### config.mk
export PLATFORM = sky130hd
export DESIGN_NAME = flight_profile_transition_ramp_unit_flat
export DESIGN_NICKNAME = d
export VERILOG_FILES = /design/src/rtl/fptr_pkg.sv /design/src/rtl/fptr_in_if.sv /design/src/rtl/fptr_out_if.sv /design/src/rtl/fptr_cfg.sv /design/src/rtl/fptr_step.sv /design/src/rtl/flight_profile_transition_ramp_unit.sv /design/src/flat_wrapper.sv
export SDC_FILE = /design/constraint.sdc
export NUM_CORES = 1
export LEC_CHECK = 0
export BUFFER_PORTS_ARGS = -buffer_cell sky130_fd_sc_hd__buf_2
export CAP_MARGIN = 0
export CORE_MARGIN = 5
export CORE_UTILIZATION = 60
export CTS_CLUSTER_SIZE = 14
export DETAILED_ROUTE_END_ITERATION = 8
export GPL_ROUTABILITY_DRIVEN = 0
export PLACE_DENSITY = 0.9
export SLEW_MARGIN = 20
export SYNTH_ARGS = -nofsm -noshare
export SYNTH_HDL_FRONTEND = slang
export SYNTH_HIERARCHICAL = 1
export SYNTH_SLANG_ARGS = --single-unit
### constraint.sdc
create_clock -name i_clk -period 10.59 [get_ports i_clk]
set_input_delay 0.5295 -clock i_clk [delete_from_list [all_inputs] [get_ports i_clk]]
set_output_delay 0.5295 -clock i_clk [all_outputs]
set_load 0.05 [all_outputs]
### src/rtl/fptr_pkg.sv
// Package for the flight profile transition ramp.
// Holds the mode and profile codes, register indexes, state and result
// types, and the profile transition table. No dependencies.
package fptr_pkg;

    localparam int STICK_W   = 12;
    localparam int SPEED_W   = 8;
    localparam int POINT_W   = 7;
    localparam int TIMER_W   = 16;
    localparam int CFG_IDX_W = 3;
    localparam int CFG_DAT_W = 8;

    localparam logic signed [STICK_W-1:0] STICK_HI_THR = 12'sd500;
    localparam logic signed [STICK_W-1:0] STICK_LO_THR = -12'sd500;

    // Register indexes of the configuration port.
    localparam logic [CFG_IDX_W-1:0] CFG_OUTBOUND_SPEED = 3'd0;
    localparam logic [CFG_IDX_W-1:0] CFG_INBOUND_SPEED  = 3'd1;
    localparam logic [CFG_IDX_W-1:0] CFG_POINT_LOW      = 3'd2;
    localparam logic [CFG_IDX_W-1:0] CFG_POINT_MID      = 3'd3;
    localparam logic [CFG_IDX_W-1:0] CFG_POINT_HIGH     = 3'd4;
    localparam logic [CFG_IDX_W-1:0] CFG_ORIENT_RESET   = 3'd5;

    localparam logic [POINT_W-1:0] POINT_LOW_RST  = 7'd0;
    localparam logic [POINT_W-1:0] POINT_MID_RST  = 7'd50;
    localparam logic [POINT_W-1:0] POINT_HIGH_RST = 7'd100;

    typedef enum logic [3:0] {
        MODE_P1      = 4'd0,
        MODE_P1N     = 4'd1,
        MODE_P2      = 4'd2,
        MODE_MOVING  = 4'd3,
        MODE_P1_P1N  = 4'd4,
        MODE_P1_P2   = 4'd5,
        MODE_P1N_P1  = 4'd6,
        MODE_P1N_P2  = 4'd7,
        MODE_P2_P1N  = 4'd8,
        MODE_P2_P1   = 4'd9
    } t_mode;

    // PROF_NONE marks the state before the first item.
    typedef enum logic [1:0] {
        PROF_P1   = 2'd0,
        PROF_P1N  = 2'd1,
        PROF_P2   = 2'd2,
        PROF_NONE = 2'd3
    } t_profile;

    typedef struct packed {
        logic [SPEED_W-1:0] outbound_speed;
        logic [SPEED_W-1:0] inbound_speed;
        logic [POINT_W-1:0] point_low;
        logic [POINT_W-1:0] point_mid;
        logic [POINT_W-1:0] point_high;
        logic               orient_reset_enable;
    } t_cfg;

    typedef struct packed {
        t_profile           last_profile;
        logic [SPEED_W-1:0] last_speed;
        t_mode              ramp_state;
        logic [POINT_W-1:0] ramp_counter;
        logic               toward_p2;
        logic [TIMER_W-1:0] tick_timer;
        t_mode              prev_state;
        logic [POINT_W-1:0] prev_blend;
    } t_state;

    typedef struct packed {
        logic [POINT_W-1:0] blend_value;
        t_mode              mode_state;
        logic               clear_p2_integral;
        logic               clear_p1_integral;
        logic               imu_reset;
    } t_result;

    // Start state of the ramp for a change from one profile to another.
    function automatic t_mode fptr_next_mode(input t_profile req, input t_profile prev);
        t_mode m;
        m = MODE_MOVING;
        case (req)
            PROF_P1: begin
                case (prev)
                    PROF_P1N: m = MODE_P1N_P1;
                    PROF_P2:  m = MODE_P2_P1;
                    default:  m = MODE_MOVING;
                endcase
            end
            PROF_P1N: begin
                case (prev)
                    PROF_P1: m = MODE_P1_P1N;
                    PROF_P2: m = MODE_P2_P1N;
                    default: m = MODE_MOVING;
                endcase
            end
            PROF_P2: begin
                case (prev)
                    PROF_P1:  m = MODE_P1_P2;
                    PROF_P1N: m = MODE_P1N_P2;
                    default:  m = MODE_MOVING;
                endcase
            end
            default: m = MODE_MOVING;
        endcase
        return m;
    endfunction

endpackage

### src/rtl/fptr_in_if.sv
// Input channel of the flight profile transition ramp: one stick item.
// Valid/ready handshake. No dependencies.
interface fptr_in_if;
    logic              valid;
    logic              ready;
    logic signed [11:0] profile_stick;

    modport source (output valid, output profile_stick, input ready);
    modport sink (input valid, input profile_stick, output ready);
endinterface

### src/rtl/fptr_out_if.sv
// Result channel of the flight profile transition ramp.
// Valid/ready handshake. No dependencies.
interface fptr_out_if;
    logic       valid;
    logic       ready;
    logic [6:0] blend_value;
    logic [3:0] mode_state;
    logic       clear_p2_integral;
    logic       clear_p1_integral;
    logic       imu_reset;

    modport source (output valid, output blend_value, output mode_state,
                    output clear_p2_integral, output clear_p1_integral,
                    output imu_reset, input ready);
    modport sink (input valid, input blend_value, input mode_state,
                  input clear_p2_integral, input clear_p1_integral,
                  input imu_reset, output ready);
endinterface

### src/rtl/fptr_cfg.sv
// Configuration register bank of the flight profile transition ramp.
// Depends on fptr_pkg.
module fptr_cfg
    import fptr_pkg::*;
(
    input  logic                 i_clk,
    input  logic                 i_rst_n,
    input  logic                 i_cfg_we,
    input  logic [CFG_IDX_W-1:0] i_cfg_idx,
    input  logic [CFG_DAT_W-1:0] i_cfg_data,
    output t_cfg                 o_cfg
);

    t_cfg r_cfg;
    t_cfg n_cfg;

    always_comb begin
        n_cfg = r_cfg;
        if (i_cfg_we) begin
            case (i_cfg_idx)
                CFG_OUTBOUND_SPEED: n_cfg.outbound_speed      = i_cfg_data;
                CFG_INBOUND_SPEED:  n_cfg.inbound_speed       = i_cfg_data;
                CFG_POINT_LOW:      n_cfg.point_low           = i_cfg_data[POINT_W-1:0];
                CFG_POINT_MID:      n_cfg.point_mid           = i_cfg_data[POINT_W-1:0];
                CFG_POINT_HIGH:     n_cfg.point_high          = i_cfg_data[POINT_W-1:0];
                CFG_ORIENT_RESET:   n_cfg.orient_reset_enable = i_cfg_data[0];
                default:            n_cfg = r_cfg;
            endcase
        end
    end

    always_ff @(posedge i_clk) begin
        if (!i_rst_n) begin
            r_cfg.outbound_speed      <= '0;
            r_cfg.inbound_speed       <= '0;
            r_cfg.point_low           <= POINT_LOW_RST;
            r_cfg.point_mid           <= POINT_MID_RST;
            r_cfg.point_high          <= POINT_HIGH_RST;
            r_cfg.orient_reset_enable <= 1'b0;
        end else begin
            r_cfg <= n_cfg;
        end
    end

    assign o_cfg = r_cfg;

endmodule

### src/rtl/fptr_step.sv
// One control tick of the transition ramp: profile decode, ramp state update,
// blend value and flag outputs. Depends on fptr_pkg.
module fptr_step
    import fptr_pkg::*;
#(
    parameter int TICKS_PER_UNIT = 10
) (
    input  t_cfg                      i_cfg,
    input  t_state                    i_state,
    input  logic signed [STICK_W-1:0] i_stick,
    output t_state                    o_state,
    output t_result                   o_result
);

    localparam int TPU_W    = $clog2(TICKS_PER_UNIT + 1);
    localparam int PERIOD_W = SPEED_W + TPU_W;
    localparam logic [TPU_W-1:0] TPU = TPU_W'(TICKS_PER_UNIT);

    t_profile            profile;
    logic                reinit;
    logic                updated;
    logic                manual;
    t_mode               mode0;
    t_mode               mode1;
    t_mode               mode2;
    t_mode               end_mode;
    logic [POINT_W-1:0]  cnt0;
    logic [POINT_W-1:0]  cnt2;
    logic [POINT_W-1:0]  tgt;
    logic [POINT_W-1:0]  blend;
    logic                do_ramp;
    logic                toward_next;
    logic                fire;
    logic [SPEED_W-1:0]  speed;
    logic [PERIOD_W-1:0] period;
    logic [TIMER_W-1:0]  timer_next;
    logic [POINT_W:0]    cnt_inc;
    logic [POINT_W-1:0]  cnt_dec;

    // Manual blend datapath.
    logic signed [STICK_W:0] stick_off;
    logic [10:0]             blend_x;
    logic [8:0]              blend_y;
    logic [16:0]             blend_prod;
    logic [POINT_W-1:0]      manual_blend;

    logic clr2;
    logic clr1;
    logic imu;

    always_comb begin
        if (i_stick > STICK_HI_THR) begin
            profile = PROF_P2;
        end else if (i_stick > STICK_LO_THR) begin
            profile = PROF_P1N;
        end else begin
            profile = PROF_P1;
        end
    end

    // Stick blend is (max(0, stick + 1000) + 10) / 20 capped at 100. The
    // division by 20 is a shift by two and a multiply by 205/1024, exact below 1024.
    always_comb begin
        stick_off  = {i_stick[STICK_W-1], i_stick} + 13'sd1000;
        blend_x    = '0;
        blend_y    = '0;
        blend_prod = '0;
        if (stick_off < 13'sd0) begin
            manual_blend = 7'd0;
        end else if (stick_off >= 13'sd1990) begin
            manual_blend = 7'd100;
        end else begin
            blend_x      = stick_off[10:0] + 11'd10;
            blend_y      = blend_x[10:2];
            blend_prod   = 17'(blend_y) * 17'd205;
            manual_blend = blend_prod[16:10];
        end
    end

    // Next state: re-initialization, transition table and ramp step.
    always_comb begin
        manual = (i_cfg.outbound_speed == '0);
        reinit = (i_state.last_profile == PROF_NONE) ||
                 (i_state.last_speed != i_cfg.outbound_speed);

        mode0 = i_state.ramp_state;
        cnt0  = i_state.ramp_counter;
        if (reinit) begin
            case (profile)
                PROF_P1:  begin mode0 = MODE_P1;  cnt0 = i_cfg.point_low;  end
                PROF_P1N: begin mode0 = MODE_P1N; cnt0 = i_cfg.point_mid;  end
                default:  begin mode0 = MODE_P2;  cnt0 = i_cfg.point_high; end
            endcase
        end

        updated = !reinit && (profile != i_state.last_profile);
        blend   = manual ? manual_blend : cnt0;

        mode1 = updated ? fptr_next_mode(profile, i_state.last_profile) : mode0;
        if (manual) begin
            mode1 = MODE_MOVING;
        end

        speed  = i_state.toward_p2 ? i_cfg.outbound_speed : i_cfg.inbound_speed;
        period = PERIOD_W'(speed) * PERIOD_W'(TPU);
        fire   = (!manual && (i_state.tick_timer > TIMER_W'(period))) || updated;

        mode2       = mode1;
        cnt2        = cnt0;
        toward_next = i_state.toward_p2;
        tgt         = i_cfg.point_low;
        end_mode    = MODE_P1;
        do_ramp     = 1'b0;
        cnt_inc     = '0;
        cnt_dec     = '0;
        if (fire) begin
            case (mode1)
                MODE_P1:  cnt2 = i_cfg.point_low;
                MODE_P1N: cnt2 = i_cfg.point_mid;
                MODE_P2:  cnt2 = i_cfg.point_high;
                MODE_P1N_P1, MODE_P2_P1: begin
                    tgt = i_cfg.point_low;  end_mode = MODE_P1;
                    do_ramp = 1'b1; toward_next = 1'b0;
                end
                MODE_P1_P1N: begin
                    tgt = i_cfg.point_mid;  end_mode = MODE_P1N;
                    do_ramp = 1'b1; toward_next = 1'b1;
                end
                MODE_P2_P1N: begin
                    tgt = i_cfg.point_mid;  end_mode = MODE_P1N;
                    do_ramp = 1'b1; toward_next = 1'b0;
                end
                MODE_P1N_P2, MODE_P1_P2: begin
                    tgt = i_cfg.point_high; end_mode = MODE_P2;
                    do_ramp = 1'b1; toward_next = 1'b1;
                end
                default: cnt2 = cnt0;
            endcase
        end

        // One unit toward the target, snapping to it on arrival.
        if (do_ramp) begin
            if (cnt0 > tgt) begin
                cnt_dec = cnt0 - 7'd1;
                if (cnt_dec <= tgt) begin
                    cnt2 = tgt; mode2 = end_mode;
                end else begin
                    cnt2 = cnt_dec;
                end
            end else begin
                cnt_inc = {1'b0, cnt0} + 8'd1;
                if (cnt_inc >= {1'b0, tgt}) begin
                    cnt2 = tgt; mode2 = end_mode;
                end else begin
                    cnt2 = cnt_inc[POINT_W-1:0];
                end
            end
        end

        timer_next = (fire ? '0 : i_state.tick_timer) + 16'd1;

        o_state.last_profile = profile;
        o_state.last_speed   = i_cfg.outbound_speed;
        o_state.ramp_state   = mode2;
        o_state.ramp_counter = cnt2;
        o_state.toward_p2    = toward_next;
        o_state.tick_timer   = timer_next;
        o_state.prev_state   = mode2;
        o_state.prev_blend   = blend;
    end

    // Outputs: blend value, mode, integrator clears and the IMU reset request.
    always_comb begin
        clr2 = (mode2 == MODE_P1) || (blend == i_cfg.point_low);
        clr1 = !clr2 && ((mode2 == MODE_P2) || (blend == i_cfg.point_high));
        imu  = 1'b0;
        if (i_cfg.orient_reset_enable) begin
            if (!manual) begin
                imu = (mode2 != i_state.prev_state) &&
                      ((i_state.prev_state == MODE_P1) || (i_state.prev_state == MODE_P2));
            end else begin
                imu = ((i_state.prev_blend == i_cfg.point_low) && (blend > i_cfg.point_low)) ||
                      ((i_state.prev_blend == i_cfg.point_high) && (blend < i_cfg.point_high));
            end
        end

        o_result.blend_value       = blend;
        o_result.mode_state        = mode2;
        o_result.clear_p2_integral = clr2;
        o_result.clear_p1_integral = clr1;
        o_result.imu_reset         = imu;
    end

endmodule

### src/rtl/flight_profile_transition_ramp_unit.sv
// Flight profile transition ramp, top level.
// An accepted item is held in the input register, then its result is stored in the result register.
// Throughput: one item per cycle unless the result register is full and not drained; the ramp
// state is updated by the step logic between the input register and the result register.
// Reset (synchronous, active low) empties both registers, loads the register
// reset values and puts the ramp back into its not-initialized state.
module flight_profile_transition_ramp_unit
    import fptr_pkg::*;
#(
    parameter int TICKS_PER_UNIT = 10
) (
    input  logic                 i_clk,
    input  logic                 i_rst_n,
    fptr_in_if.sink              i_in,
    fptr_out_if.source           o_out,
    input  logic                 i_cfg_we,
    input  logic [CFG_IDX_W-1:0] i_cfg_idx,
    input  logic [CFG_DAT_W-1:0] i_cfg_data
);

    t_cfg                      cfg;
    t_state                    r_state;
    t_state                    n_state;
    t_result                   step_result;
    logic                      r_in_valid;
    logic signed [STICK_W-1:0] r_stick;
    logic                      r_out_valid;
    t_result                   r_result;
    logic                      advance;

    fptr_cfg u_cfg (
        .i_clk      (i_clk),
        .i_rst_n    (i_rst_n),
        .i_cfg_we   (i_cfg_we),
        .i_cfg_idx  (i_cfg_idx),
        .i_cfg_data (i_cfg_data),
        .o_cfg      (cfg)
    );

    fptr_step #(
        .TICKS_PER_UNIT (TICKS_PER_UNIT)
    ) u_step (
        .i_cfg    (cfg),
        .i_state  (r_state),
        .i_stick  (r_stick),
        .o_state  (n_state),
        .o_result (step_result)
    );

    // The registered item moves on whenever the result register is free or drains.
    assign advance    = r_in_valid && (!r_out_valid || o_out.ready);
    assign i_in.ready = !r_in_valid || advance;

    always_ff @(posedge i_clk) begin
        if (!i_rst_n) begin
            r_in_valid <= 1'b0;
        end else if (i_in.ready) begin
            r_in_valid <= i_in.valid;
        end
    end

    always_ff @(posedge i_clk) begin
        if (i_in.ready && i_in.valid) begin
            r_stick <= i_in.profile_stick;
        end
    end

    always_ff @(posedge i_clk) begin
        if (!i_rst_n) begin
            r_state.last_profile <= PROF_NONE;
            r_state.last_speed   <= '0;
            r_state.ramp_state   <= MODE_P1;
            r_state.ramp_counter <= '0;
            r_state.toward_p2    <= 1'b1;
            r_state.tick_timer   <= '0;
            r_state.prev_state   <= MODE_P1;
            r_state.prev_blend   <= '0;
        end else if (advance) begin
            r_state <= n_state;
        end
    end

    always_ff @(posedge i_clk) begin
        if (!i_rst_n) begin
            r_out_valid <= 1'b0;
        end else if (advance) begin
            r_out_valid <= 1'b1;
        end else if (o_out.ready) begin
            r_out_valid <= 1'b0;
        end
    end

    always_ff @(posedge i_clk) begin
        if (advance) begin
            r_result <= step_result;
        end
    end

    assign o_out.valid             = r_out_valid;
    assign o_out.blend_value       = r_result.blend_value;
    assign o_out.mode_state        = r_result.mode_state;
    assign o_out.clear_p2_integral = r_result.clear_p2_integral;
    assign o_out.clear_p1_integral = r_result.clear_p1_integral;
    assign o_out.imu_reset         = r_result.imu_reset;

endmodule
### src/flat_wrapper.sv
// flat-port wrapper written by rule: the top's interface ports become plain ports
module flight_profile_transition_ramp_unit_flat import fptr_pkg::*;
#(
    parameter int TICKS_PER_UNIT = 10
)
  (i_clk, i_rst_n, i_cfg_we, i_cfg_idx, i_cfg_data, i_in_valid, i_in_profile_stick, i_in_ready, o_out_valid, o_out_blend_value, o_out_mode_state, o_out_clear_p2_integral, o_out_clear_p1_integral, o_out_imu_reset, o_out_ready);
  fptr_in_if i_in_i ();
  fptr_out_if o_out_i ();
  input  logic i_clk;
  input  logic i_rst_n;
  input  logic i_cfg_we;
  input  logic [CFG_IDX_W-1:0] i_cfg_idx;
  input  logic [CFG_DAT_W-1:0] i_cfg_data;
  input wire logic [$bits(i_in_i.valid)-1:0] i_in_valid;
  input wire logic [$bits(i_in_i.profile_stick)-1:0] i_in_profile_stick;
  output wire logic [$bits(i_in_i.ready)-1:0] i_in_ready;
  output wire logic [$bits(o_out_i.valid)-1:0] o_out_valid;
  output wire logic [$bits(o_out_i.blend_value)-1:0] o_out_blend_value;
  output wire logic [$bits(o_out_i.mode_state)-1:0] o_out_mode_state;
  output wire logic [$bits(o_out_i.clear_p2_integral)-1:0] o_out_clear_p2_integral;
  output wire logic [$bits(o_out_i.clear_p1_integral)-1:0] o_out_clear_p1_integral;
  output wire logic [$bits(o_out_i.imu_reset)-1:0] o_out_imu_reset;
  input wire logic [$bits(o_out_i.ready)-1:0] o_out_ready;
  assign i_in_i.valid = i_in_valid;
  assign i_in_i.profile_stick = i_in_profile_stick;
  assign i_in_ready = i_in_i.ready;
  assign o_out_valid = o_out_i.valid;
  assign o_out_blend_value = o_out_i.blend_value;
  assign o_out_mode_state = o_out_i.mode_state;
  assign o_out_clear_p2_integral = o_out_i.clear_p2_integral;
  assign o_out_clear_p1_integral = o_out_i.clear_p1_integral;
  assign o_out_imu_reset = o_out_i.imu_reset;
  assign o_out_i.ready = o_out_ready;
  flight_profile_transition_ramp_unit #(.TICKS_PER_UNIT(TICKS_PER_UNIT)) u_core (.i_clk(i_clk), .i_rst_n(i_rst_n), .i_in(i_in_i), .o_out(o_out_i), .i_cfg_we(i_cfg_we), .i_cfg_idx(i_cfg_idx), .i_cfg_data(i_cfg_data));
endmodule
== Yosys cells after proc, flatten, opt, wreduce, memory -nomap -nowiden ==
Index checks and enable logic that the tools add are counted.
Widths: inputs -> output; s select.
Word-level totals
  memories kept: 0
  bits in read-only memories: 0
  bits in latches: 0
  memory bits (writable): 0
  flip-flop bits (word level): 111
  output and inout bits: 16
Cells by class
  shift operators: 0
  $lt $le $gt $ge: 10
  div/mod/pow operators: 0
  bitwise logic cells: 0
  mux-type cells: 37
  reduce and logical (&&, ||, !) cells: 42
  equal/unequal tests: 27
  multiply operators: 2
  $add $sub $neg: 5
Operators by type and width (number)
  $mux 7: 10
  $eq 7x7->1: 4
  $mux 4: 7
  $pmux 7 s2: 2
  $gt 12x10->1 const B: 2
  $pmux 7 s3: 1
  $mul 9x8->17 const B: 1
  $add 16x1->16 const B: 1
  $eq 4x3->1 const B: 4
  $gt 16x12->1: 1
  $mux 16: 1
  $pmux 4 s2: 2
  $gt 7x7->1: 2
  $add 12x11->13 const B: 1
  $ge 13x12->1 const B: 1
  $lt 13x1->1 const B: 1
  $eq 4x2->1 const B: 3
  $logic_not 4->1: 3
  $pmux 4 s3: 1
  $reduce_and 2->1: 6
  $add 11x4->11 const B: 1
  $mul 8x3->11 const B: 1
  $add 7x1->8 const B: 1
  $eq 4x4->1 const B: 2
  other kinds (30): 64

== Logic depth before layout (Yosys ltp) ==
Gate-level depths: netlist (run 1).
  depth in word-level cells: 20
  mapped depth: 37
  mapped depth without buffers: 35

== Modules after synthesis ==
The synthesis (run 1) kept the hierarchy.
Modules (own cells, without submodules)
  fptr_step: cells each 843, sequential area each 0.0 µm², area an instance 6065.8 µm², times used 1
  flight_profile_transition_ramp_unit: cells each 249, sequential area each 1801.7 µm², area an instance 2862.7 µm², times used 1
  fptr_cfg: cells each 146, sequential area each 760.7 µm², area an instance 1490.2 µm², times used 1

== Worst setup path before layout (run 1) ==
OpenSTA, ideal clock, no wires.
  path kind: flip-flop to flip-flop
  start: register u_core/r_state[27] (netlist name)
  end: register u_core.r_result (netlist bit u_core/o_out.clear_p1_integral), data pin
  required time: 10.465 ns
  data arrival time: 7.338 ns
  buffers on the path: 3
  setup time: 0.125 ns
  slack: 3.127 ns
  stages on the path, launching flop included: 34
  cell sequence: dfxtp_1 -> clkbuf_1 -> mux2_2 -> ha_1 -> ha_1 -> fa_1 -> a21o_1 -> a21oi_1 -> o21bai_1 -> a21oi_1 -> xor2_1 -> ha_1 -> a21oi_1 -> nor2b_1 -> a2111oi_0 -> o32a_1 -> clkbuf_1 -> a211oi_1 -> a22o_1 -> nor2_1 -> ha_1 -> nor2b_1 -> o21ai_0 -> nand2b_1 -> a21oi_1 -> o21ai_0 -> o21a_1 -> or3_1 -> a31oi_1 -> a311oi_2 -> mux2i_1 -> or4b_1 -> nand2_1 -> buf_4
RTL lines
  start, declared: RTL line flight_profile_transition_ramp_unit.sv:22  | t_state r_state;
  start signal, assigned: RTL line flight_profile_transition_ramp_unit.sv:79  | r_state <= n_state;
  end signal, assigned: RTL line flight_profile_transition_ramp_unit.sv:95  | r_result <= step_result;
  end, declared: RTL line flight_profile_transition_ramp_unit.sv:28  | t_result r_result;

==> impl_metrics.tcl, run 1 <==
set metrics [dict create \
    die_h_um 142 \
    synth_area_leaders "dfxtp_1 (17%), ha_1 (12%), mux2i_1 (8.6%), nand2_1 (7.5%), edfxtp_1 (7.5%)" \
    cp.arrival_ps 8960 \
    drtIter0Drc 1036 \
    max-cap-violations 0 \
    die-area_sq_mm 0.0201 \
    synth_edf_count 26 \
    num_vias 9464 \
    hold_viol 0 \
    synth_area_sq_mm 0.0104 \
    postSynthAreaPerCell_sq_um 8.42 \
    grt_pass1_vias 9312 \
    drive_gt1_share_pct 9.67 \
    grt_overflow 0 \
    io_buffers 43 \
    row_count 48 \
    finalMaxSlewViolations 0 \
    area_growth_pct 5.75 \
    diodes 0 \
    htree_levels 4 \
    period_share_pct 82.0 \
    die_w_um 142 \
    routed_wl_um 28500 \
    ys_seq_elements 115 \
    vdd_drop_max_uv 196 \
    seqCellArea_sq_mm 0.00256 \
    critical-path-slowest-cell "a2111oi_0" \
    synthFlopType "dfxtp_1" \
    tritoncts "built" \
    hold_buffers 0 \
    ctsRootBufferMaster "clkbuf_16" \
    path_class "register to register" \
    fin_nets 1361 \
    hold_ws_ps 274 \
    multiInputGateArea_sq_mm 0.00708 \
    grt_first_pass_wirelength_um 45300 \
    vias_per_cell 6.50 \
    max_stage_delay_ps 720 \
    clk_pin_slew_ps 60 \
    ys_seq_area_share_pct 24.6 \
    fmax_mhz 115 \
    n_fill_cell 1377 \
    fin_skew_ps 9.75 \
    synth.largest_area_cell "dfxtp_1" \
    synth_top_area_share_pct 17.1 \
    antenna_found_initial 0 \
    p_leak_nw 4.69 \
    yosysUniqueCellTypes 93 \
    syn-instance-count 1238 \
    max_slew_margin_pct 29.5 \
    setup_tns_ps 0 \
    dpl.hpwl_um 20600 \
    initial_core_util_pct 60.7 \
    crit_fanout 12 \
    critPathTopFamily "compound AO/OA/AOI/OAI gates" \
    grt_start_max_net_pins 104 \
    syn_nets 1382 \
    final_antenna_net_count 0 \
    min_period_ps 8680 \
    cp-end-kind "register" \
    postCtsSetupBuffers 0 \
    grt_use_total_pct 27.9 \
    worstSetupStartpointType "register" \
    power.density_mw_per_mm2 187 \
    drt_pass1_iterations 7 \
    rsz0062_at_grt "false" \
    status "complete, no violations" \
    setup_viol 0 \
    clk_latency_ps 430 \
    clock-sinks 115 \
    worst_pin_slew_ps 1050 \
    core_region_area_sq_mm 0.0172 \
    power_mw 2.06 \
    io_pins 44 \
    post_cts_resized 0 \
    yosys_warnings 6 \
    cp_data_required_time_ps 10870 \
    numCtsBuffers 17 \
    avgRoutedWirePerCell_um 19.6 \
    drc_errors 0 \
    clock_path_buffers 2 \
    async_flop_share_pct 0 \
    cp_num_buf_inv 1 \
    hold_class "input pin to register" \
]
[kinds of logic after synthesis]
group,count (synthesis),share of synthesized area (%)
xor+xnor,82,6.89
compound gates,245,16.8
flops,115,24.6
buf+inv,156,7.61
mux,99,9.62
fa+ha+maj,116,14.9
simple gates,425,19.6
[layer usage]
| metal | wire, um | vias up | share of wire [%] | global-route usage (%) |
|---|---|---|---|---|
| met5 | 0 | - | 0 | 0 |
| met4 | 1920 | 0 | 6.8 | 17.4 |
| met3 | 2580 | 193 | 9.0 | 7.72 |
| met2 | 13200 | 554 | 47 | 46.3 |
| met1 | 10700 | 4374 | 38 | 31.8 |
| li1 | - | 4343 | - | - |
[power breakdown]
part	internal, mW	switching, mW
sequential	0.485	0.0314
combinational	0.378	0.599
clock	0.347	0.224
total	1.21	0.854
[area by class of cell]
cell class	instances	area share (%)
Multi-Input combinational cell	967	64.3
Inverter	68	2.32
Sequential cell	115	23.3
Tap cell	225	2.56
Timing Repair Buffer	48	2.32
Clock buffer	17	3.86
Clock inverter	15	1.40
[state kept, by name, indices dropped and copies added (netlist names)]
| register | cells |
|---|---|
| u_core/o_out.mode_state | 4 |
| u_core/r_state | 49 |
| u_core/r_in_valid | 1 |
| u_core/u_cfg/o_cfg | 38 |
| u_core/r_stick | 12 |
| u_core/o_out.valid | 1 |
| u_core/o_out.blend_value | 7 |
| u_core/o_out.clear_p2_integral | 1 |
| u_core/o_out.imu_reset | 1 |
| u_core/o_out.clear_p1_integral | 1 |
[stage by stage]
stage	worst slack (ps)	area (sq um)	cells	util, %
after CTS	2180	11000	1455	64.1
final	1910	11000	1455	64.1
after global placement	2480	10400	1423	60.7
after global routing	1420	11000	1455	64.1
after detailed placement	2190	10400	1423	60.7
after floorplan	3130	10400	1238	-
[cell usage in the layout, fill, tap and decap left out, types with 5 or more instances in the layout]
| cell | n |
|---|---|
| nand4_1 | 16 |
| mux2i_1 | 90 |
| and2_1 | 11 |
| a211oi_1 | 8 |
| mux2_2 | 9 |
| o21ai_0 | 44 |
| nand3_1 | 22 |
| o211ai_1 | 10 |
| clkbuf_16 | 17 |
| ha_1 | 103 |
| fa_1 | 13 |
| o31ai_1 | 9 |
| and3_1 | 10 |
| inv_1 | 67 |
| buf_4 | 6 |
| a21o_1 | 14 |
| or3_1 | 5 |
| a22oi_1 | 7 |
| a31oi_1 | 8 |
| o221ai_1 | 9 |
| xor2_1 | 35 |
| nor2b_1 | 22 |
| nor3_1 | 17 |
| a221oi_1 | 7 |
| nor2_1 | 64 |
| edfxtp_1 | 26 |
| a311oi_1 | 5 |
| nand2_1 | 209 |
| buf_2 | 42 |
| nand2b_1 | 11 |
| o21bai_1 | 6 |
| o21a_1 | 6 |
| xnor2_1 | 47 |
| clkinv_2 | 5 |
| o311ai_0 | 8 |
| dfxtp_1 | 89 |
| a22o_1 | 5 |
| a21oi_1 | 55 |
[worst register-to-register path: cells and delay by family, from the launching register on]
family / cells / cell delay [ps]
AND/OR/NAND/NOR: 4 / 530
adder cells (fa/ha/maj): 5 / 1510
XOR/XNOR: 1 / 170
AO/OA/AOI/OAI: 18 / 5250
flip-flops: 1 / 550
multiplexers: 2 / 440
buffers and inverters: 1 / 80
[synth_stat cells (16+ instances only)]
cell type	n
buf_4	30
nor2_1	64
mux2i_1	90
edfxtp_1	26
nor3_1	17
ha_1	103
dfxtp_1	89
xor2_1	35
inv_1	67
clkbuf_1	43
nand3_1	22
nand4_1	16
nor2b_1	22
o21ai_0	44
a21oi_1	55
nand2_1	209
xnor2_1	47
[worst paths after layout]
kind / from / to / slack, ps / depth (start not counted)
worst min-delay path: i_in_profile_stick[3] / u_core/r_stick[3] / 270 / 1
worst min register to register: u_core/r_state[33] / u_core/r_state[33] / 460 / 2
worst max register to register: u_core/r_state[27] / u_core/r_state[32] / 1910 / 31
worst max-delay path: u_core/r_state[27] / u_core/r_state[32] / 1910 / 31
(Power assumes the default switching activity.)
==> run 2: changes to the inputs <==
--- a/config.mk
+++ b/config.mk
@@ -8,11 +8,11 @@
 export BUFFER_PORTS_ARGS = -buffer_cell sky130_fd_sc_hd__buf_2
 export CAP_MARGIN = 0
 export CORE_MARGIN = 5
-export CORE_UTILIZATION = 60
+export CORE_UTILIZATION = 58
 export CTS_CLUSTER_SIZE = 14
 export DETAILED_ROUTE_END_ITERATION = 8
 export GPL_ROUTABILITY_DRIVEN = 0
-export PLACE_DENSITY = 0.9
+export PLACE_DENSITY = 0.91
 export SLEW_MARGIN = 20
 export SYNTH_ARGS = -nofsm -noshare
 export SYNTH_HDL_FRONTEND = slang
==> constraint.sdc (replaced) <==
create_clock -name i_clk -period 7.35 [get_ports i_clk]
set_input_delay 0.3675 -clock i_clk [delete_from_list [all_inputs] [get_ports i_clk]]
set_output_delay 0.3675 -clock i_clk [all_outputs]
set_load 0.05 [all_outputs]
==> impl_metrics.tcl, run 2 (synthesis results as in run 1) <==
set metrics [dict create \
    status "complete, but fails checks" \
    violations "negative setup slack" \
    seqCellArea_sq_mm 0.00257 \
    avgRoutedWirePerCell_um 20.5 \
    vdd_drop_max_uv 203 \
    max_stage_delay_ps 430 \
    cp_data_required_time_ps 7650 \
    core_region_area_sq_mm 0.0178 \
    crit_fanout 7 \
    die_w_um 144 \
    drive_gt1_share_pct 16.1 \
    power_mw 3.14 \
    fin_skew_ps 8.91 \
    htree_levels 4 \
    drt_pass1_iterations 8 \
    clock-sinks 115 \
    die-area_sq_mm 0.0207 \
    grt_overflow 0 \
    regMostFlops "u_core/r_state" \
    dpl.hpwl_um 21300 \
    vias_per_cell 6.70 \
    fmax_mhz 134 \
    clock_path_buffers 2 \
    hold_viol 0 \
    grt_pass1_vias 9607 \
    worst_pin_slew_ps 1060 \
    finalMaxSlewViolations 0 \
    critical-path-slowest-cell "or4b_1" \
    clk_pin_slew_ps 60 \
    mostFrequentLayoutCell "nand2_1" \
    fin_nets 1403 \
    max-cap-violations 0 \
    power.density_mw_per_mm2 271 \
    final_cell_mix "nand2_1 (209), ha_1 (102), mux2i_1 (88), dfxtp_1 (88), inv_1 (67)" \
    clk_latency_ps 430 \
    hold_class "input pin to register" \
    dp_slack_ps -311 \
    drc_errors 0 \
    worstSetupStartpointType "register" \
    grt_use_total_pct 28.5 \
    row_count 49 \
    initial_core_util_pct 58.4 \
    min_period_ps 7470 \
    n_fill_cell 1330 \
    io_pins 44 \
    grt_start_max_net_pins 92 \
    p_leak_nw 4.93 \
    setup_viol 4 \
    grt_first_pass_wirelength_um 47200 \
    io_buffers 43 \
    path_class "register to register" \
    layout_setup_ws_ps -121 \
    numCtsBuffers 17 \
    routed_wl_um 30800 \
    largest_reg_flops 49 \
    multiInputGateArea_sq_mm 0.00735 \
    ctsRootBufferMaster "clkbuf_16" \
    tritoncts "built" \
    die_h_um 144 \
    stdcell_count 1501 \
    area_growth_pct 11.3 \
    drtIter0Drc 1270 \
    dp.cells 1460 \
    diodes 0 \
    cp-end-kind "register" \
    num_vias 10100 \
    cp.arrival_ps 7780 \
    max_slew_margin_pct 28.1 \
    final_antenna_net_count 0 \
    antenna_found_initial 0 \
    period_share_pct 102 \
]
==> run 2: changes by cell type in the layout (fill, tap and decap cells not counted), sizes merged <==
cell	before	now
buf	48	90
clkbuf	17	19
bufinv	2	1
clkinv	8	7
clkinvlp	1	2
inv	72	71
==> run 2: area by class of cell <==
type,instances,area share (%)
clock buffer,19,3.82
clock inverter,13,1.10
inverter,68,2.20
multi-input combinational,967,63.4
sequential,115,22.1
tap,229,2.47
timing repair buffer,90,4.92
==> run 2: worst max-delay path, delay by kind of cell, from the launching register on <==
family	cells	cell delay [ps]
compound gates	14	2890
fa+ha+maj	5	1520
simple gates	7	1440
mux	2	530
buf+inv	3	460
flops	1	400
xor+xnor	1	90
==> run 2: power breakdown <==
part	total (mW)	switching, mW	leakage (nW)	internal [mW]
clock	0.808	0.330	0.276	0.478
combinational	1.59	0.940	3.68	0.655
sequential	0.741	0.0419	0.971	0.699
total	3.14	1.31	4.93	1.83
==> run 2: per-layer routing <==
metal,global-route usage [%],wire [um]
met4,18.1,2370
met3,7.21,3100
met1,32.4,11000
met2,47.5,14400
met5,0,0
==> run 2: worst paths after layout <==
kind | from | cells past startpoint | endpoint | slack (ps)
max | u_core/r_state[27] | 32 | u_core/o_out.clear_p1_integral | -120
min | i_in_profile_stick[6] | 1 | u_core/r_stick[6] | 110
max reg2reg | u_core/r_state[27] | 32 | u_core/o_out.clear_p1_integral | -120
min reg2reg | u_core/u_cfg/o_cfg[27] | 2 | u_core/u_cfg/o_cfg[27] | 470
==> run 2: metrics by stage <==
stage | TNS (ps) | hold WS [ps] | utilization [%] | cell area [sq um]
after floorplan | 0 | 435 | - | 10400
after global placement | 0 | 447 | 59.9 | 10700
after detailed placement | -2700 | 458 | 59.9 | 10700
after CTS | 0 | 101 | 63.3 | 11300
after global routing | -2030 | 101 | 65.0 | 11600
final | -213 | 111 | 65.0 | 11600
==> run 2: repair_timing <==
action | in CTS | in global routing
endpoints found under the setup margin | 22 | 22
buffers inserted | 0 | 9
gates resized for setup | 11 | 53
cloned | 0 | 0
hold buffers | 0 | 0
pin swaps | 3 | 19
